**src/design/rmsn_pkg.sv**
```systemverilog
// shared constants and types for the rms normalization unit
// no dependencies; used by rmsn_seq_unit, rmsn_scale and the top level
package rmsn_pkg;

	localparam int DATA_BITS = 16;
	localparam int MAX_WIDTH = 64;
	localparam int IDX_BITS  = 6;
	localparam int CNT_BITS  = 7;
	localparam int ACC_BITS  = 37;
	localparam int EPS_BITS  = 30;
	localparam int WOFF_BITS = 16;
	localparam int INV_BITS  = 31;
	localparam int NUM_BITS  = 62;
	localparam int DEN_BITS  = 38;
	localparam int REM_BITS  = 40;
	localparam int ITER_BITS = 6;

	// configuration register indexes
	localparam logic REG_EPS  = 1'b0;
	localparam logic REG_WOFF = 1'b1;

	// iteration counts of the shared unit
	localparam logic [ITER_BITS-1:0] ITER_MEAN  = 6'd37;
	localparam logic [ITER_BITS-1:0] ITER_RECIP = 6'd62;
	localparam logic [ITER_BITS-1:0] ITER_ROOT  = 6'd31;

	typedef enum logic {
		MODE_DIV  = 1'b0,
		MODE_SQRT = 1'b1
	} seq_mode_t;

	typedef struct packed {
		logic                 start;
		seq_mode_t            mode;
		logic [ITER_BITS-1:0] iters;
	} seq_cmd_t;

endpackage

```
**src/design/rmsn_scale.sv**
```systemverilog
// two-stage multiply, round and saturate for one output element
// depends on rmsn_pkg
module rmsn_scale (
	input  logic                           clk,
	input  logic [rmsn_pkg::DATA_BITS-1:0] x_value,
	input  logic [rmsn_pkg::DATA_BITS-1:0] weight_value,
	input  logic [rmsn_pkg::WOFF_BITS-1:0] gain_bias,
	input  logic [rmsn_pkg::INV_BITS-1:0]  inv,
	output logic [rmsn_pkg::DATA_BITS-1:0] y_value,
	output logic                           sat
);

	logic signed [16:0] wo;
	logic [15:0]        mag_x;
	logic [16:0]        mag_wo;
	logic [31:0]        a_s1;
	logic               neg_s1;
	logic [62:0]        p_s2;
	logic               neg_s2;
	logic [63:0]        rsum;
	logic [32:0]        r;

	// offset weight and magnitudes
	always_comb begin
		wo     = $signed({weight_value[15], weight_value})
			+ $signed({gain_bias[15], gain_bias});
		mag_x  = x_value[15] ? 16'(-x_value) : x_value;
		mag_wo = wo[16] ? 17'(-wo) : 17'(wo);
	end

	// stage 1: magnitude product, stage 2: times inverse root
	always_ff @(posedge clk) begin
		a_s1   <= 32'({16'b0, mag_x} * {15'b0, mag_wo});
		neg_s1 <= x_value[15] ^ wo[16];
		p_s2   <= 63'({31'b0, a_s1} * {32'b0, inv});
		neg_s2 <= neg_s1;
	end

	// round half away from zero, then saturate
	always_comb begin
		rsum = {1'b0, p_s2} + 64'd536870912;
		r    = rsum[62:30];
		if (!neg_s2) begin
			sat     = (r > 33'd32767);
			y_value = sat ? 16'h7fff : r[15:0];
		end else begin
			sat     = (r > 33'd32768);
			y_value = sat ? 16'h8000 : 16'(-r[15:0]);
		end
	end

endmodule

```
**config.mk**
```make
export PLATFORM = sky130hd
export DESIGN_NAME = rmsn_scale
export DESIGN_NICKNAME = d
export VERILOG_FILES = /design/src/design/rmsn_pkg.sv /design/src/design/rmsn_scale.sv
export SDC_FILE = /design/constraint.sdc
export NUM_CORES = 2
export LEC_CHECK = 0
export BUFFER_PORTS_ARGS = -buffer_cell sky130_fd_sc_hd__clkbuf_2
export CAP_MARGIN = 5
export CORE_MARGIN = 2
export CORE_UTILIZATION = 40
export DETAILED_ROUTE_END_ITERATION = 8
export GPL_TIMING_DRIVEN = 0
export MAX_ROUTING_LAYER = met4
export PLACE_DENSITY = 0.54
export REMOVE_ABC_BUFFERS = 1
export SLEW_MARGIN = 25
export SYNTH_ARGS = -nofsm -noshare
export SYNTH_HDL_FRONTEND = slang
export SYNTH_SLANG_ARGS = --single-unit
```
**constraint.sdc**
```tcl
create_clock -name clk -period 13.9 [get_ports clk]
set_clock_uncertainty 0.1 [all_clocks]
set_input_delay 4.17 -clock clk [delete_from_list [all_inputs] [get_ports clk]]
set_output_delay 4.17 -clock clk [all_outputs]
set_load 0.02 [all_outputs]
```
# Word-level counts from Yosys, hierarchy flattened
# Index checks and enable logic that the tools add are counted.
[totals]
reg_bits = 97
in_bits = 80
output_inout_bits = 17
[op_classes]
add_sub_neg = 5
multipliers = 2
n_lt_le_gt_ge = 2
muxes = 6
n_bitwise = 1
[ops]
columns = ["cell", "n"]
rows = [
  ["$mux 16", 4],
  ["$add 63x30->63 const B", 1],
  ["$mul 32x31->63", 1],
  ["$gt 33x15->1 const B", 1],
  ["$gt 33x16->1 const B", 1],
  ["$mul 16x17->32", 1],
  ["$neg 16->16", 2],
  ["$add 16x16->17", 1],
  ["$mux 17", 1],
  ["$neg 17->17", 1],
  ["$mux 1", 1],
  ["$xor 1x1->1", 1],
]

# Logic depth before layout (Yosys ltp)
[depth]
ltp_word = 4
mapped_depth = 38
depth_no_buf = 36

# Worst setup path before layout
# No wires, ideal clock.
[synth_path]
path_kind = "input port to flip-flop"
from = "in weight_value[0] (netlist bit)"
to = "reg a_s1[30]"
t_arrival_ns = 12.148
required_time_ns = 13.728
slack_ns = 1.580
cell_stages = 36
n_path_buf = 1
path_cell_list = "ha_1 -> inv_1 -> fa_1 -> xnor2_1 -> o2bb2ai_1 -> a22oi_1 -> nor2b_1 -> or3b_4 -> nor3_4 -> nand3b_2 -> a2111o_1 -> nor2b_1 -> xor2_1 -> buf_2 -> nand2_1 -> fa_1 -> fa_1 -> fa_1 -> inv_1 -> fa_1 -> fa_1 -> inv_1 -> fa_1 -> inv_1 -> ha_1 -> a21o_1 -> a21o_1 -> a21o_1 -> a21o_1 -> a21oi_1 -> nor2_1 -> o31ai_1 -> a21oi_1 -> o21a_1 -> nor2_1 -> xnor2_1"
[synth_via]
elab_chain_cells = 4
[synth_lines]
columns = ["element", "line_no", "source"]
rows = [
  ["start: declaration", "rmsn_scale.sv:6", "input logic [rmsn_pkg::DATA_BITS-1:0] weight_value,"],
  ["$add 16x16->17 *", "rmsn_scale.sv:26", "+ $signed({gain_bias[15], gain_bias});"],
  ["$neg 17->17", "rmsn_scale.sv:28", "mag_wo = wo[16] ? 17'(-wo) : 17'(wo);"],
  ["$mux 17 *", "rmsn_scale.sv:28", ""],
  ["$mul 16x17->32 *", "rmsn_scale.sv:33", "a_s1 <= 32'({16'b0, mag_x} * {15'b0, mag_wo});"],
  ["end signal: assignment", "rmsn_scale.sv:33", ""],
  ["end: declaration", "rmsn_scale.sv:16", "logic [31:0] a_s1;"],
]
# Every way passes the cells marked *; elsewhere a longest branch is shown, timed or not.

# Worst setup path in the final report
[layout_path]
from = "in weight_value[0] (netlist bit)"
to = "reg a_s1[31]"
# The elaborated chain is that of the path after synthesis.

==> results.sh <==
export IMPL_cp_max_fo=15
export IMPL_start_util_pct=40.3
export IMPL_timing_final_crit_share_pct=96.1
export IMPL_drc=0
export IMPL_cts_buffer_depth=2
export IMPL_synth_top_area_share_pct=49.9
export IMPL_htree_levels=3
export IMPL_cp_slowest_stage_delay_ns=0.88
export IMPL_slew_headroom_pct=25.0
export IMPL_required_ns=14.03
export IMPL_yosys_warnings=0
export IMPL_cpMostUsedCell="fa_1"
export IMPL_synth_seq_cells=68
export IMPL_whs_ns=0.252
export IMPL_layout_nets=6401
export IMPL_maxCapViolCount=0
export IMPL_numPortBuffers=96
export IMPL_grt_overflow=0
export IMPL_worstHoldStart="neg_s1$_DFF_P_"
export IMPL_die_w_um=332
export IMPL_cts_sinks=68
export IMPL_dieArea_um2=110000
export IMPL_clkLatencyLatePin_ns=0.36
export IMPL_slowest_stage="xor2_1"
export IMPL_cts_tree="done"
export IMPL_dpl_cell_area_um2=45600
export IMPL_routedWlPerCell_um=18.1
export IMPL_synth_common_cells="1176 x inv_1, 1073 x fa_1, 975 x nand2_1"
export IMPL_hold_viol_final=0
export IMPL_synth_avg_cell_area_um2=8.71
export IMPL_ff2ff_path_depth=29
export IMPL_critPathLaunchType="input pin"
export IMPL_synth_most_common_cell="inv_1"
export IMPL_dr_pass1_iters=5
export IMPL_drtIter0Drc=1754
export IMPL_layout_drive_gt1_share_pct=5.06
export IMPL_grt_max_degree=34
export IMPL_route_met3_wl_um=6100
export IMPL_synth_edff_count=0
export IMPL_cp_end_kind="register"
export IMPL_synth_area_um2=43100
export IMPL_netlist_top_cell_by_area="fa_1"
export IMPL_fmax_ghz=0.0748
export IMPL_grt_pass1_vias=34300
export IMPL_synth_area_top_cells="fa_1 50%, ha_1 11%, inv_1 10%, nand2_1 8.5%, and2_1 3.2%"
export IMPL_min_period_ns=13.36
export IMPL_die_y_um=332
export IMPL_synth_distinct_cells=77
export IMPL_gp_congestion=0.854
export IMPL_regToRegSetupSlack_ns=4.78
export IMPL_wl_met2_um=55700
export IMPL_synth_ff_type="dfxtp_1"
export IMPL_critPathTopFamily="adder cells"
export IMPL_crit_buf_inv=6
export IMPL_holdPathEnd="neg_s2$_DFF_P_"
export IMPL_via_count=31600
export IMPL_post_cts_buffers=0
export IMPL_core_um2=107000
export IMPL_crit_arrival_ns=13.50
export IMPL_topRoutingLayerUsed="met4"
export IMPL_ys_async_sr_fraction_pct=0
export IMPL_hold_buffers=0
export IMPL_io_pins=97
export IMPL_grt_first_pass_wirelength_um=190000
export IMPL_ant_nets=0
export IMPL_worst_pin_slew_ns=1.12
export IMPL_wl_um=114000
export IMPL_syn_inst=4943
export IMPL_cts_buffers=9
export IMPL_status="complete, no violations"
export IMPL_reg2reg_to="p_s2[59]$_DFF_P_"
export IMPL_rows=120
export IMPL_grt_usage_pct=22.5
export IMPL_ys_seq_area_share_pct=3.16
export IMPL_hold_path_depth=0
export IMPL_path_class="input pin to register"
export IMPL_r2r_start="a_s1[6]$_DFF_P_"
export IMPL_avgViaCountPerCell=5.03
export IMPL_dp_hpwl_um=93500
export IMPL_path_clk_slew_ns=0.06
export IMPL_hold_class="register to register"
export IMPL_slew_viol_final=0
export IMPL_design_area_um2=46000
export IMPL_ctsRootBufferMaster="clkbuf_16"
export IMPL_grt_antenna_before_repair=3
export IMPL_rsz0062_at_grt="false"
export IMPL_area_growth_synth_to_final_pct=6.92
export IMPL_wl_met1_um=50200
export IMPL_report_final_setup_viol=0
state kept, by name (all words and copies together), names as in the netlist:
signal	cells
a_s1	32
neg_s2	1
p_s2	34
neg_s1	1
cell families (layout without fill, tap and decap cells):
| logic type | after synthesis | after routing | share of synthesized area (%) |
|---|---|---|---|
| AO/OA/AOI/OAI | 289 | 289 | 4.34 |
| XOR/XNOR | 140 | 140 | 2.86 |
| adder cells (fa/ha/maj) | 1448 | 1448 | 60.8 |
| buffers and inverters | 1398 | 1333 | 12.2 |
| flip-flops | 68 | 68 | 3.16 |
| multiplexers | 7 | 7 | 0.169 |
| other | 0 | 1 | 0 |
| AND/OR/NAND/NOR | 1593 | 1593 | 16.5 |
worst max-delay path by stage:
stage,start,end,slack [ns],depth (start not counted)
5_1_grt,weight_value[0],a_s1[31]$_DFF_P_,0.01,33
3_5_place_dp,weight_value[0],a_s1[31]$_DFF_P_,-0.14,31
2_1_floorplan,weight_value[0],a_s1[31]$_DFF_P_,1.02,31
3_3_place_gp,weight_value[0],a_s1[24]$_DFF_P_,-0.99,36
6_report,weight_value[0],a_s1[31]$_DFF_P_,0.54,33
4_1_cts,weight_value[0],a_s1[31]$_DFF_P_,0.22,31
area by class of cell:
| type | count | area [um^2] |
|---|---|---|
| diodes | 1 | 2.50 |
| clock buffers | 10 | 229 |
| repair buffers | 140 | 1480 |
| clock inverters | 6 | 65.1 |
| well taps | 1403 | 1760 |
| multi-input cells | 3477 | 36700 |
| inverters | 1177 | 4420 |
| fillers | 10800 | 60900 |
| flip-flops and latches | 68 | 1400 |
layer usage:
| layer | GRT usage, % | vias up |
|---|---|---|
| met5 | - | - |
| met4 | 3.96 | 0 |
| met3 | 2.48 | 118 |
| met2 | 37.5 | 722 |
| met1 | 30.0 | 16500 |
| li1 | - | 14300 |
stage by stage:
stage          TNS, ns  utilization, %  instances  setup WS, ns
2_1_floorplan        0               -       4722          1.02
3_3_place_gp    -10.82            41.6       6221        -0.985
3_5_place_dp    -0.144            42.7       6264        -0.144
4_1_cts              0            43.0       6280         0.221
5_1_grt              0            43.1       6281        0.0131
6_report             0            43.1       6282         0.536
placed cells by master, fill, tap and decap left out, types with 43 or more instances in the layout:
cell type / instances
inv_1: 1176
fa_1: 1073
nand2_1: 975
ha_1: 375
and2_1: 222
nor2_1: 193
clkbuf_2: 95
a21oi_1: 76
xnor2_1: 76
o21ai_0: 58
a21o_1: 43
what timing repair did:
item,CTS,global route
resized for setup,0,6
endpoints found under the hold margin,0,0
setup endpoints to repair,0,3
Power is not shown: default switching activity piles up to over one toggle a cycle in this logic, so the estimate is an artifact.
