===== src/design/rmsn_pkg.sv =====
// shared constants and types for the rms normalization unit
// no dependencies; used by rmsn_seq_unit, rmsn_scale and the top level
package rmsn_pkg;

	localparam int DATA_BITS = 16;
	localparam int MAX_WIDTH = 64;
	localparam int IDX_BITS  = 6;
	localparam int CNT_BITS  = 7;
	localparam int ACC_BITS  = 37;
	localparam int EPS_BITS  = 30;
	localparam int WOFF_BITS = 16;
	localparam int INV_BITS  = 31;
	localparam int NUM_BITS  = 62;
	localparam int DEN_BITS  = 38;
	localparam int REM_BITS  = 40;
	localparam int ITER_BITS = 6;

	// configuration register indexes
	localparam logic REG_EPS  = 1'b0;
	localparam logic REG_WOFF = 1'b1;

	// iteration counts of the shared unit
	localparam logic [ITER_BITS-1:0] ITER_MEAN  = 6'd37;
	localparam logic [ITER_BITS-1:0] ITER_RECIP = 6'd62;
	localparam logic [ITER_BITS-1:0] ITER_ROOT  = 6'd31;

	typedef enum logic {
		MODE_DIV  = 1'b0,
		MODE_SQRT = 1'b1
	} seq_mode_t;

	typedef struct packed {
		logic                 start;
		seq_mode_t            mode;
		logic [ITER_BITS-1:0] iters;
	} seq_cmd_t;

endpackage


===== src/design/rmsn_seq_unit.sv =====
// shared shift-compare-subtract unit: restoring division or digit square root
// depends on rmsn_pkg
module rmsn_seq_unit (
	input  logic                          clk,
	input  logic                          arst_n,
	input  rmsn_pkg::seq_cmd_t            cmd,
	input  logic [rmsn_pkg::NUM_BITS-1:0] num_init,
	input  logic [rmsn_pkg::DEN_BITS-1:0] den,
	output logic                          busy,
	output logic [rmsn_pkg::NUM_BITS-1:0] result
);

	logic [rmsn_pkg::REM_BITS-1:0]  rem_q;
	logic [rmsn_pkg::NUM_BITS-1:0]  num_q;
	logic [rmsn_pkg::NUM_BITS-1:0]  quo_q;
	logic [rmsn_pkg::DEN_BITS-1:0]  den_q;
	logic [rmsn_pkg::ITER_BITS-1:0] cnt_q;
	rmsn_pkg::seq_mode_t            mode_q;
	logic                           busy_q;
	logic [rmsn_pkg::REM_BITS-1:0]  cand;
	logic [rmsn_pkg::REM_BITS-1:0]  trial;
	logic [rmsn_pkg::REM_BITS-1:0]  diff;
	logic                           ge;

	// candidate remainder and trial subtrahend for one step
	always_comb begin
		unique case (mode_q)
			rmsn_pkg::MODE_DIV: begin
				cand  = {rem_q[rmsn_pkg::REM_BITS-2:0], num_q[rmsn_pkg::NUM_BITS-1]};
				trial = {2'b00, den_q};
			end
			rmsn_pkg::MODE_SQRT: begin
				cand  = {rem_q[rmsn_pkg::REM_BITS-3:0],
					num_q[rmsn_pkg::NUM_BITS-1:rmsn_pkg::NUM_BITS-2]};
				trial = {quo_q[rmsn_pkg::REM_BITS-3:0], 2'b01};
			end
			default: begin
				cand  = '0;
				trial = '0;
			end
		endcase
		ge   = (cand >= trial);
		diff = cand - trial;
	end

	// payload registers of the iteration
	always_ff @(posedge clk) begin
		if (cmd.start) begin
			rem_q  <= '0;
			num_q  <= num_init;
			quo_q  <= '0;
			den_q  <= den;
			mode_q <= cmd.mode;
		end else if (busy_q) begin
			rem_q <= ge ? diff : cand;
			quo_q <= {quo_q[rmsn_pkg::NUM_BITS-2:0], ge};
			if (mode_q == rmsn_pkg::MODE_DIV) begin
				num_q <= {num_q[rmsn_pkg::NUM_BITS-2:0], 1'b0};
			end else begin
				num_q <= {num_q[rmsn_pkg::NUM_BITS-3:0], 2'b00};
			end
		end
	end

	// step counter
	always_ff @(posedge clk or negedge arst_n) begin
		if (!arst_n) begin
			busy_q <= 1'b0;
			cnt_q  <= '0;
		end else if (cmd.start) begin
			busy_q <= 1'b1;
			cnt_q  <= cmd.iters;
		end else if (busy_q) begin
			cnt_q <= cnt_q - 1'b1;
			if (cnt_q == 6'd1) begin
				busy_q <= 1'b0;
			end
		end
	end

	assign busy   = busy_q;
	assign result = quo_q;

endmodule


===== config.mk =====
export PLATFORM = sky130hd
export DESIGN_NAME = rmsn_seq_unit
export DESIGN_NICKNAME = d
export VERILOG_FILES = /design/src/design/rmsn_pkg.sv /design/src/design/rmsn_seq_unit.sv
export SDC_FILE = /design/constraint.sdc
export NUM_CORES = 1
export LEC_CHECK = 0
export BUFFER_PORTS_ARGS = -buffer_cell sky130_fd_sc_hd__buf_2
export CORE_AREA = 4 4 262 187
export DETAILED_ROUTE_END_ITERATION = 8
export DIE_AREA = 0 0 266 191
export SETUP_SLACK_MARGIN = 0.2
export SYNTH_ARGS = -nofsm -noshare
export SYNTH_HDL_FRONTEND = slang
export SYNTH_SLANG_ARGS = --single-unit

===== constraint.sdc =====
create_clock -name clk -period 4.3 [get_ports clk]
set_input_delay 0.86 -clock clk [delete_from_list [all_inputs] [get_ports clk]]
set_output_delay 0.86 -clock clk [all_outputs]
set_load 0.05 [all_outputs]

**Yosys cells after proc, flatten, opt, wreduce, memory -nomap -nowiden**

Cells that the tools add are included.

- Register bits after elaboration: 209
- Input bits: 110
- Output and inout bits: 63
- Word-level logic and storage cells: 24

- Add/subtract/negate cells: 2
- Order comparisons: 1
- Eq/ne operators: 1
- Muxes and demuxes: 11
- Bitwise logic cells: 1
- Reduce and logical (&&, ||, !) cells: 1

Operators by type and width:

| kind | number |
|---|---|
| 62-bit two-way mux | 3 |
| 40-bit one-hot mux with 2 select lines | 2 |
| 40-bit greater-or-equal comparator | 1 |
| 39-bit two-way mux | 1 |
| 39-bit subtractor | 1 |
| 6-bit two-way mux | 2 |
| 6-bit by 1-bit equality test with 1-bit output (second input constant) | 1 |
| 6-bit by 1-bit subtractor with 6-bit output (second input constant) | 1 |
| 1-bit two-way mux | 3 |
| 2-bit nonzero test | 1 |
| 1-bit NOT | 1 |

**Depth between registers and ports, before layout**

Gate-level depths: netlist of the first run.

- Word-level depth: 4
- Gate-level depth with buffers: 18

**Worst setup path before layout of the first run**

OpenSTA, ideal clock, no wires.

- Kind: register to register
- Start point: register mode_q
- End point: register rem_q[28] in the netlist's numbering
- Arrival: 3.586 ns
- Required time: 4.212 ns
- Path slack: 0.626 ns
- Cell stages (with the launch flop): 18
- Period minus slack after synthesis: 3.674 ns
- Cell sequence: edfxtp_1 > clkbuf_1 > buf_2 > clkbuf_1 > or2_2 > ha_1 > inv_1 > fa_1 > a21oi_1 > or3b_1 > nand3b_1 > a21boi_2 > a31oi_4 > o2111ai_4 > and2_4 > buf_2 > nand2_1 > a311oi_2

- Longest elaborated chain between the ends: 4
- Elaborated cells on any way between the ends: 6
- Classes of those cells: add/sub: 1; order compare: 1; mux: 3; bitwise: 1

RTL lines:

| element | line | text |
|---|---|---|
| from (decl) | rmsn_seq_unit.sv:18 | `rmsn_pkg::seq_mode_t mode_q;` |
| from (signal assigned) | rmsn_seq_unit.sv:53 | `mode_q <= cmd.mode;` |
| 1-bit NOT | rmsn_seq_unit.sv:27 | `unique case (mode_q)` |
| 40-bit one-hot mux with 2 select lines | rmsn_seq_unit.sv:27 |  |
| 39-bit subtractor / 40-bit greater-or-equal comparator (equally long branches) | rmsn_seq_unit.sv:43, rmsn_seq_unit.sv:42 |  |
| 39-bit two-way mux (*) | rmsn_seq_unit.sv:55 | `rem_q <= ge ? diff : cand;` |
| to (signal assigned) | rmsn_seq_unit.sv:55 |  |
| to (decl) | rmsn_seq_unit.sv:13 | `logic [rmsn_pkg::REM_BITS-1:0] rem_q;` |

Every way passes the cells marked *; elsewhere a longest branch is shown, timed or not.
A chain may end at the register's enable or synchronous reset.

**Worst setup path in the final report of the first run**

- Start point: register mode_q
- End point: register rem_q[32] in the netlist's numbering

Same word-level chain as after synthesis.

==> results.ini, run 1 <==
[status]
outcome=finished, final reports clean

[clock_tree]
clk_path_buf_depth=3
cts_root_buf=clkbuf_16
h-tree-depth=1
clk_pin_slew_ns=0.07
post_cts_buffers=0
cts_tree=done
cts.sinks=209
insertion_delay_ns=0.55
numCtsBuffers=25

[grt]
grt_pass1_wl_mm=48.3
antenna_found_initial=2
grt_pass1_vias=8418
overflow=0
grt_max_degree=196
track_usage_pct=11.5

[synth]
yosysWarningCount=0
synth_edf_count=101
syn_avg_cell_area_sq_um=10.3
async_flop_share_pct=3.35
synth_cells=1123
synth_area_sq_um=11500
syn_nets=1276
synth_cell_types=66
seq_area_frac_synth_pct=45.3
synth-seq-cells=209
synth-main-ff-cell=edfxtp_1

[worst_setup_path]
start_kind=flop
r2r-start=mode_q
startpoint=mode_q
cp_data_required_time_ns=4.74
ff2ff_setup_slack_ns=0.43
crit_type=reg2reg
worstPathArrival_ns=4.31
path_max_fanout=36
critical_path.endpoint_type=flop

[floorplanning]
fp.coreArea_sq_um=46200
die_area_sq_um=50800
die_w_microns=266
die_h_microns=191
rows=66
pin_count=173
start_util_pct=24.9

[sta]
final-hold-violation-count=0
grt_setup_unrepaired=false
drv_slew=0
fin_crit_sh_pct=89.9
max_slew_margin_pct=30.7
fin_worst_skew_ns=0.0146
fin_crit_ns=3.87
worst_pin_slew_ns=1.04
timing.fmax_ghz=0.259
tns_ns=0
holdWs_ns=0.132
finalSetupViolCount=0

[drt]
wl_per_cell_microns=16.0
drt-total-wl_mm=30.4
drt-pass1-iter-count=5
drt_iter0_markers=662
ant_nets=0
num_vias=8818
drt-vias-per-instance=4.65
route.detailed.drc=0

[final_layout]
final_nets=1418
syn_to_final_growth_pct=19.6
stdcell_count=1896
drive_above_1_share_pct=22.2
antenna_cells=0

[power]
pwr-share-comb_pct=41.8
pwr_density_cell_nw_per_um2=572
p_clk_share_pct=26.1
leakagePower_nw=6.30
p_seq_share_pct=32.2
p_int_mw=5.00
switching_share_pct=36.6
p_total_mw=7.89
ir_drop_v=0.000267
power_switching_mw=2.88

[placed_design]
place_hpwl_mm=21.2
gp_congestion=0.852
port_buffers=172
dp_cells=1850

[job]
max_cap_violations=0

[min_path]
hp-class=in2async

[repair_timing]
action / 4_1_cts / 5_1_grt
hold buffers: 0 / 0
endpoints found under the setup margin: 0 / 5
gates resized for setup: 0 / 1
[cells in the mapped netlist, drive strengths merged (2+ instances only)]
master   instances  share of area (%)
a21boi           2               0.16
nor4             2               0.11
nor3             3               0.13
o2111ai          3               0.38
o22ai            3               0.16
mux2            39                3.8
and3             5               0.27
edfxtp         101                 26
dfxtp          101                 18
or2              3               0.16
inv             12               0.39
dfrtp            7                1.5
nand2          117                4.0
a221oi           2               0.21
xnor2           27                2.1
nand2b           4               0.22
o21ai           93                4.0
o211ai           3               0.20
nor3b            2               0.13
buf             21                1.1
a32oi            6               0.46
nor2b            5               0.27
ha              42                4.6
a311oi           7               0.91
nand3            9               0.39
clkbuf          52                1.7
a311o            2               0.17
nand4           11               0.60
a21oi           56                2.4
nand3b           2               0.13
a211oi          24                1.6
a21o            21                1.4
nor2           111                3.6
xor2            14                1.1
a31oi           10               0.67
o21bai           2               0.13
o21a             5               0.33
and2             2               0.13
mux2i          177                 15
[registers in the layout, indices dropped and copies added (netlist names)]
| signal | flops |
|---|---|
| rem_q | 39 |
| mode_q | 1 |
| busy | 1 |
| cnt_q | 6 |
| den_q | 38 |
| num_q | 62 |
| result | 62 |
[cells by family (layout without fill, tap and decap cells)]
family	after synthesis	in the layout	synth area share, %
flip-flops	209	209	45.3
buffers and inverters	85	246	3.21
multiplexers	216	216	19.2
adder cells (fa/ha/maj)	43	43	4.73
AND/OR/NAND/NOR	280	280	10.5
XOR/XNOR	41	41	3.11
AO/OA/AOI/OAI	249	249	14.0
[worst max-delay path: stages, from the launching register on]
cell and delay (ns):
edfxtp_1 0.45, buf_12 0.28, mux2_2 0.41, ha_1 0.40, and3_1 0.27, a221oi_2 0.28
o21ai_1 0.15, a31o_1 0.26, nand3_1 0.09, and3_1 0.37, and2_4 0.40, nand2_1 0.11
a311oi_2 0.28
[worst paths after layout]
| path | cells after the start | endpoint |
|---|---|---|
| setup / recovery | 12 | rem_q[32] |
| hold / removal | 1 | cnt_q[3] |
| setup reg to reg | 12 | rem_q[32] |
| hold reg to reg | 2 | rem_q[30] |
| max in group asynchronous | 1 | busy |
| min in group clk | 1 | den_q[37] |
[layout by cell type (no fill, tap or decap), types with 27 or more instances in the layout]
| master | Yosys | routed |
|---|---|---|
| xnor2_1 | 27 | 27 |
| a21oi_1 | 56 | 56 |
| nand2_1 | 111 | 111 |
| mux2i_1 | 177 | 177 |
| ha_1 | 42 | 42 |
| nor2_1 | 111 | 111 |
| o21ai_0 | 90 | 90 |
| buf_2 | 6 | 171 |
| edfxtp_1 | 101 | 101 |
| dfxtp_1 | 101 | 101 |
| mux2_2 | 39 | 39 |
[metrics by stage]
stage	setup WS [ns]	cell area [sq um]	utilization (%)
global placement	0.616	13000	28.1
finish	0.432	13800	29.8
detailed placement	0.492	13000	28.1
global route	0.198	13800	29.8
CTS	0.470	13800	29.8
floorplan	0.626	11500	-
[power groups by stage]
| stage | registers [mW] | clock network, mW | logic (mW) |
|---|---|---|---|
| 2_1_floorplan | 2.54 | 0 | 2.58 |
| 3_3_place_gp | 2.57 | 0 | 3.23 |
| 3_5_place_dp | 2.57 | 0 | 3.25 |
| 4_1_cts | 2.53 | 2.16 | 3.27 |
| 5_1_grt | 2.57 | 2.23 | 3.64 |
| 6_report | 2.54 | 2.06 | 3.29 |
[routing by layer]
metal	global-route usage, %	vias up	wire length, microns
met5	0	-	0
met2	16.0	213	12200
met4	2.30	0	571
met1	18.1	4164	15900
met3	2.11	41	1690
li1	-	4400	-
[final cells by class]
cell class | count | area (sq um)
multi-input combinational | 829 | 5940
sequential | 209 | 5230
fill | 4801 | 32400
clock inverter | 7 | 62.6
clock buffer | 39 | 708
timing repair buffer | 188 | 1040
inverter | 12 | 45.0
tap | 612 | 766
Power figures use the tool's default switching activity.
==> run 2, diff against run 1 <==
--- a/config.mk
+++ b/config.mk
@@ -6,9 +6,9 @@
 export NUM_CORES = 1
 export LEC_CHECK = 0
 export BUFFER_PORTS_ARGS = -buffer_cell sky130_fd_sc_hd__buf_2
-export CORE_AREA = 4 4 262 187
+export CORE_AREA = 4 4 181 271
 export DETAILED_ROUTE_END_ITERATION = 8
-export DIE_AREA = 0 0 266 191
+export DIE_AREA = 0 0 185 275
 export SETUP_SLACK_MARGIN = 0.2
 export SYNTH_ARGS = -nofsm -noshare
 export SYNTH_HDL_FRONTEND = slang
==> run 2 against run 1 <==
Effect of this change:
- sequential cell count did not move
- largest cell class unchanged
- register-to-register slack improved by 0.02 ns
- via count fell by 1.2%
- hold slack improved by 0.015 ns
- fmax rose by 0.42%
==> results.ini, run 2 (synthesized netlist as in run 1, its figures left out) <==
[status]
outcome=finished, final reports clean

[power]
switching_share_pct=36.5  ; -0.12 points
pwr_density_cell_nw_per_um2=571  ; -0.12%
power_switching_mw=2.87  ; -0.55%
p_total_mw=7.87  ; -0.22%
leakagePower_nw=6.29  ; -0.21%
pwr-share-comb_pct=41.5  ; -0.3 points
p_seq_share_pct=32.2  ; about the same
p_clk_share_pct=26.3  ; +0.2 points
ir_drop_v=0.000350  ; +31%
p_int_mw=5.00  ; about the same

[sta]
fin_crit_ns=3.85  ; -0.0161 ns
holdWs_ns=0.147  ; +0.0148 ns
drv_slew=0  ; unchanged
fin_worst_skew_ns=0.00929  ; -0.00536 ns
finalSetupViolCount=0  ; unchanged
final-hold-violation-count=0  ; unchanged
fin_crit_sh_pct=89.6  ; -0.37 points
worst_pin_slew_ns=1.08  ; +0.0405 ns
tns_ns=0  ; unchanged
max_slew_margin_pct=27.8  ; -3.0 points
timing.fmax_ghz=0.260  ; +0.42%
grt_setup_unrepaired=false

[clock_tree]
h-tree-depth=1  ; unchanged
insertion_delay_ns=0.53  ; -0.02 ns
clk_path_buf_depth=3  ; unchanged
clk_pin_slew_ns=0.06  ; about the same
cts_hold_buffers=0  ; unchanged
cts_tree=done
numCtsBuffers=24  ; -4.0%
cts.sinks=209  ; unchanged
cts_root_buf=clkbuf_16

[worst_setup_path]
slowest_stage=a31oi_1
r2r-start=mode_q
reg2regPathDepth=13  ; +1
critical_path.endpoint_type=flop
critPathTopFamily=compound AO/OA/AOI/OAI gates
ff2ff_setup_slack_ns=0.45  ; +0.02 ns
worst_r2r_endpoint=rem_q[33]
endpoint=rem_q[33]
cp_common_cell=a31oi_1
start_kind=flop
worst-path-buf-inv=2  ; +1
cp.depth=13  ; +1
path_max_fanout=51  ; +42%
worstPathCellList=buf_12 > buf_16 > mux2_2 > ha_1 > nand2_1 > nor2_1 > a31oi_1 > or2_2 > a31oi_1 > a31oi_1 > xnor2_1 > nand2_1 > a311oi_2
crit_type=reg2reg
cp_slowest_stage_delay_ns=0.48  ; +0.03 ns
cp_data_required_time_ns=4.74  ; about the same
startpoint=mode_q
worstPathArrival_ns=4.29  ; -0.02 ns

[grt]
overflow=0  ; unchanged
grt_pass1_wl_mm=47.3  ; -2.2%
antenna_found_initial=0  ; -2
grt_pass1_vias=9029  ; +7.3%
track_usage_pct=11.3  ; -0.13 points
grt_max_degree=153  ; -22%

[final_layout]
antenna_cells=0  ; unchanged
syn_to_final_growth_pct=19.5
n_fill_cell=4938  ; +2.9%
final_cell_mix=mux2i_1 (177), buf_2 (171), nand2_1 (111), nor2_1 (111)
final_common_cell=mux2i_1
fin_area_sq_um=13800  ; -0.11%
final_nets=1414  ; -0.28%
drive_above_1_share_pct=22.4  ; +0.16 points
register_area_sq_um=5230  ; unchanged
multiInputGateArea_sq_um=5940  ; about the same

[placed_design]
port_buffers=172  ; unchanged
dpl_cell_area_sq_um=13000  ; -0.35%
gp_congestion=0.903  ; +5.9%
place_hpwl_mm=21.6  ; +2.0%

[drt]
route.detailed.drc=0  ; unchanged
drt_iter0_markers=301  ; -55%
drt-pass1-iter-count=5  ; unchanged
ant_nets=0  ; unchanged
drt-total-wl_mm=30.3  ; -0.47%
drt-vias-per-instance=4.65  ; about the same
num_vias=8715  ; -1.2%
wl_per_cell_microns=16.2  ; +0.76%

[floorplanning]
pin_count=173  ; unchanged
die_w_microns=185  ; -30%
rows=97  ; +47%
fp.coreArea_sq_um=46600  ; +0.78%
die_h_microns=275  ; +44%
start_util_pct=24.7  ; -0.19 points
die_area_sq_um=50900  ; +0.14%

[job]
max_cap_violations=0  ; unchanged

[min_path]
hp-class=in2async

==> run 2: cell count changes in the layout (fill, tap and decap cells not counted), sizes merged <==
| cell | change |
|---|---|
| clkinvlp | +4 |
| inv | -1 |
| buf | -3 |
| clkbuf | -5 |
==> run 2: repair_timing <==
action / CTS / global route
endpoints found under the setup margin: 0 / 1
gates resized for setup: 0 / 2
setup buffers: 0 / 0
==> run 2: power groups by stage <==
stage	combinational [mW]	sequential (mW)	clock, mW
3_5_place_dp	3.25	2.57	0
4_1_cts	3.27	2.53	2.17
2_1_floorplan	2.58	2.54	0
3_3_place_gp	3.22	2.57	0
5_1_grt	3.58	2.56	2.23
6_report	3.26	2.53	2.07
==> run 2: layout make-up <==
cell class / count / area share [%]
flip-flops and latches: 209 / 38.0
clock inverters: 10 / 0.626
multi-input cells: 829 / 43.1
clock buffers: 34 / 5.16
well taps: 594 / 5.39
inverters: 12 / 0.327
repair buffers: 185 / 7.44
==> run 2: metal layers <==
| layer | vias up | GRT usage [%] | wire, microns |
|---|---|---|---|
| li1 | 4386 | - | - |
| met1 | 4072 | 12.9 | 12400 |
| met2 | 192 | 20.9 | 15500 |
| met3 | 65 | 1.56 | 1220 |
| met4 | 0 | 4.91 | 1070 |
| met5 | - | 0 | 0 |
==> run 2: stage by stage <==
stage	utilization [%]	setup slack [ns]	std cells
after CTS	29.5	0.244	1873
final	29.6	0.449	1873
after detailed placement	27.8	0.270	1829
after floorplan	-	0.626	1123
after global routing	29.6	0.231	1873
after global placement	27.8	0.255	1829
==> run 2: worst min path at each step <==
stage | from | end | cells past startpoint
after floorplan | rem_q[1] | rem_q[1] | 2
after global placement | rem_q[23] | rem_q[23] | 2
after detailed placement | rem_q[0] | rem_q[0] | 1
after CTS | arst_n | busy | 1
after global routing | arst_n | cnt_q[2] | 1
final | arst_n | cnt_q[2] | 1
==> run 2: worst register-to-register path, delay by kind of cell (launching register included) <==
| family | cells | cell delay (ns) |
|---|---|---|
| AO/OA/AOI/OAI | 4 | 1.09 |
| XOR/XNOR | 1 | 0.20 |
| adder cells (fa/ha/maj) | 1 | 0.37 |
| buffers and inverters | 2 | 0.48 |
| flip-flops | 1 | 0.39 |
| multiplexers | 1 | 0.41 |
| AND/OR/NAND/NOR | 4 | 0.84 |
==> run 3, diff against run 2 <==
--- a/config.mk
+++ b/config.mk
@@ -9,6 +9,7 @@
 export CORE_AREA = 4 4 181 271
 export DETAILED_ROUTE_END_ITERATION = 8
 export DIE_AREA = 0 0 185 275
+export MAX_ROUTING_LAYER = met4
 export SETUP_SLACK_MARGIN = 0.2
 export SYNTH_ARGS = -nofsm -noshare
 export SYNTH_HDL_FRONTEND = slang
==> run 3 against run 2 <==
Effect of this change:
- sequential cell count stayed put
- cell count stayed put
- combinational power hardly changed
- register-to-register slack hardly changed
- routed wire length is 0.20% lower
- non-clock buffer count stayed put
- hold slack hardly changed
- critical path type unchanged
- largest cell class unchanged
==> results.ini, run 3 (synthesized netlist as in run 1, its figures left out) <==
[floorplanning]
die_area_sq_um=50900  ; unchanged
rows=97  ; unchanged
die_w_microns=185  ; unchanged
die_h_microns=275  ; unchanged
fp.coreArea_sq_um=46600  ; unchanged
pin_count=173  ; unchanged
start_util_pct=24.7  ; unchanged

[worst_setup_path]
path_max_fanout=51  ; unchanged
worstPathArrival_ns=4.29  ; about the same
crit_type=reg2reg
cp_data_required_time_ns=4.74  ; about the same
critical_path.endpoint_type=flop
start_kind=flop

[drt]
drt-vias-per-instance=4.64  ; -0.17%
drt_iter0_markers=328  ; +9.0%
wl_per_cell_microns=16.1  ; -0.20%
ant_nets=0  ; unchanged
drt-total-wl_mm=30.2  ; -0.20%
num_vias=8700  ; -0.17%
route.detailed.drc=0  ; unchanged
drt-pass1-iter-count=5  ; unchanged

[power]
p_clk_share_pct=26.4  ; about the same
leakagePower_nw=6.29  ; unchanged
ir_drop_v=0.000351  ; +0.17%
pwr-share-comb_pct=41.4  ; about the same
switching_share_pct=36.4  ; about the same
p_int_mw=5.00  ; about the same
p_seq_share_pct=32.2  ; about the same
power_switching_mw=2.87  ; about the same
pwr_density_cell_nw_per_um2=571  ; about the same
p_total_mw=7.87  ; about the same

[clock_tree]
numCtsBuffers=24  ; unchanged
cts_root_buf=clkbuf_16
post_cts_buffers=0  ; unchanged
cts_tree=done
h-tree-depth=1  ; unchanged
cts.sinks=209  ; unchanged
clk_pin_slew_ns=0.06  ; about the same
insertion_delay_ns=0.53  ; about the same
cts_hold_buffers=0  ; unchanged
clk_path_buf_depth=3  ; unchanged

[sta]
final-hold-violation-count=0  ; unchanged
timing.fmax_ghz=0.260  ; +0.25%
max_slew_margin_pct=27.8  ; +0.054 points
drv_slew=0  ; unchanged
fin_crit_sh_pct=89.3  ; -0.22 points
worst_pin_slew_ns=1.08  ; -0.000799 ns
grt_setup_unrepaired=false
fin_worst_skew_ns=0.00990  ; +0.000617 ns
tns_ns=0  ; unchanged
finalSetupViolCount=0  ; unchanged
fin_crit_ns=3.84  ; -0.00962 ns

[final_layout]
fin_area_sq_um=13800  ; unchanged
syn_to_final_growth_pct=19.5  ; unchanged
final_common_cell=mux2i_1
n_fill_cell=4938  ; unchanged
final_nets=1414  ; unchanged
final_cell_mix=mux2i_1 (177), buf_2 (171), nand2_1 (111), nor2_1 (111)
drive_above_1_share_pct=22.4  ; unchanged
antenna_cells=0  ; unchanged

[grt]
overflow=0  ; unchanged
track_usage_pct=11.7  ; +0.33 points
antenna_found_initial=0  ; unchanged
grt_max_degree=153  ; unchanged
grt_pass1_vias=9027  ; -0.022%
grt_pass1_wl_mm=47.3  ; about the same

[placed_design]
place_hpwl_mm=21.6  ; unchanged
dpl_cell_area_sq_um=13000  ; unchanged
gp_congestion=0.918  ; +1.7%
port_buffers=172  ; unchanged

[job]
max_cap_violations=0  ; unchanged

[min_path]
hp-class=in2async

[status]
outcome=finished, final reports clean

==> run 3: cell counts in the layout (fill, tap and decap cells not counted) <==
Identical to the previous run, type by type.
==> run 3: what timing repair did <==
item	4_1_cts	5_1_grt
resized for setup	0	2
endpoints found under the hold margin	0	0
setup endpoints to repair	0	1
==> run 3: final cells by class <==
class                   instances  area (sq um)  area share [%]
clock buffers                  34           711            5.16
repair buffers                185          1020            7.44
flip-flops and latches        209          5230            38.0
inverters                      12          45.0           0.327
multi-input cells             829          5940            43.1
clock inverters                10          86.3           0.626
well taps                     594           743            5.39
==> run 3: path summary, 6_finish.rpt <==
check / from / end / slack (ns) / cells after the start
max in group asynchronous: arst_n / busy / 3.98 / 1
min reg2reg: rem_q[0] / rem_q[0] / 0.49 / 1
max reg2reg: mode_q / rem_q[33] / 0.46 / 13
min: arst_n / cnt_q[2] / 0.15 / 1
max: mode_q / rem_q[33] / 0.46 / 13
min in group clk: rem_q[0] / rem_q[0] / 0.49 / 1
==> run 3: worst max-delay path: stages (launching register included) <==
cell and delay [ns]:
edfxtp_1 0.39, buf_12 0.19, buf_16 0.28, mux2_2 0.40, ha_1 0.37, nand2_1 0.13
nor2_1 0.28, a31oi_1 0.13, or2_2 0.33, a31oi_1 0.48, a31oi_1 0.24, xnor2_1 0.19
nand2_1 0.10, a311oi_2 0.24
==> run 3: stage by stage <==
stage | utilization, % | worst slack, ns | cells | hold slack (ns)
2_1_floorplan | - | 0.626 | 1123 | 0.437
3_3_place_gp | 27.8 | 0.255 | 1829 | 0.466
3_5_place_dp | 27.8 | 0.270 | 1829 | 0.480
4_1_cts | 29.5 | 0.244 | 1873 | 0.106
5_1_grt | 29.6 | 0.229 | 1873 | 0.121
6_report | 29.6 | 0.458 | 1873 | 0.147
==> run 3: routing by layer <==
metal | up-vias | wire [microns] | global-route usage, %
met4 | 0 | 1060 | 4.91
met5 | - | 0 | -
met2 | 196 | 15500 | 20.9
met3 | 68 | 1220 | 1.44
li1 | 4386 | - | -
met1 | 4050 | 12400 | 13.0
==> run 3: power by group through the flow <==
stage               registers (mW)  logic [mW]  clock network [mW]
global route                  2.56        3.58                2.23
detailed placement            2.57        3.25                   0
CTS                           2.53        3.27                2.17
floorplan                     2.54        2.58                   0
global placement              2.57        3.22                   0
finish                        2.53        3.26                2.07
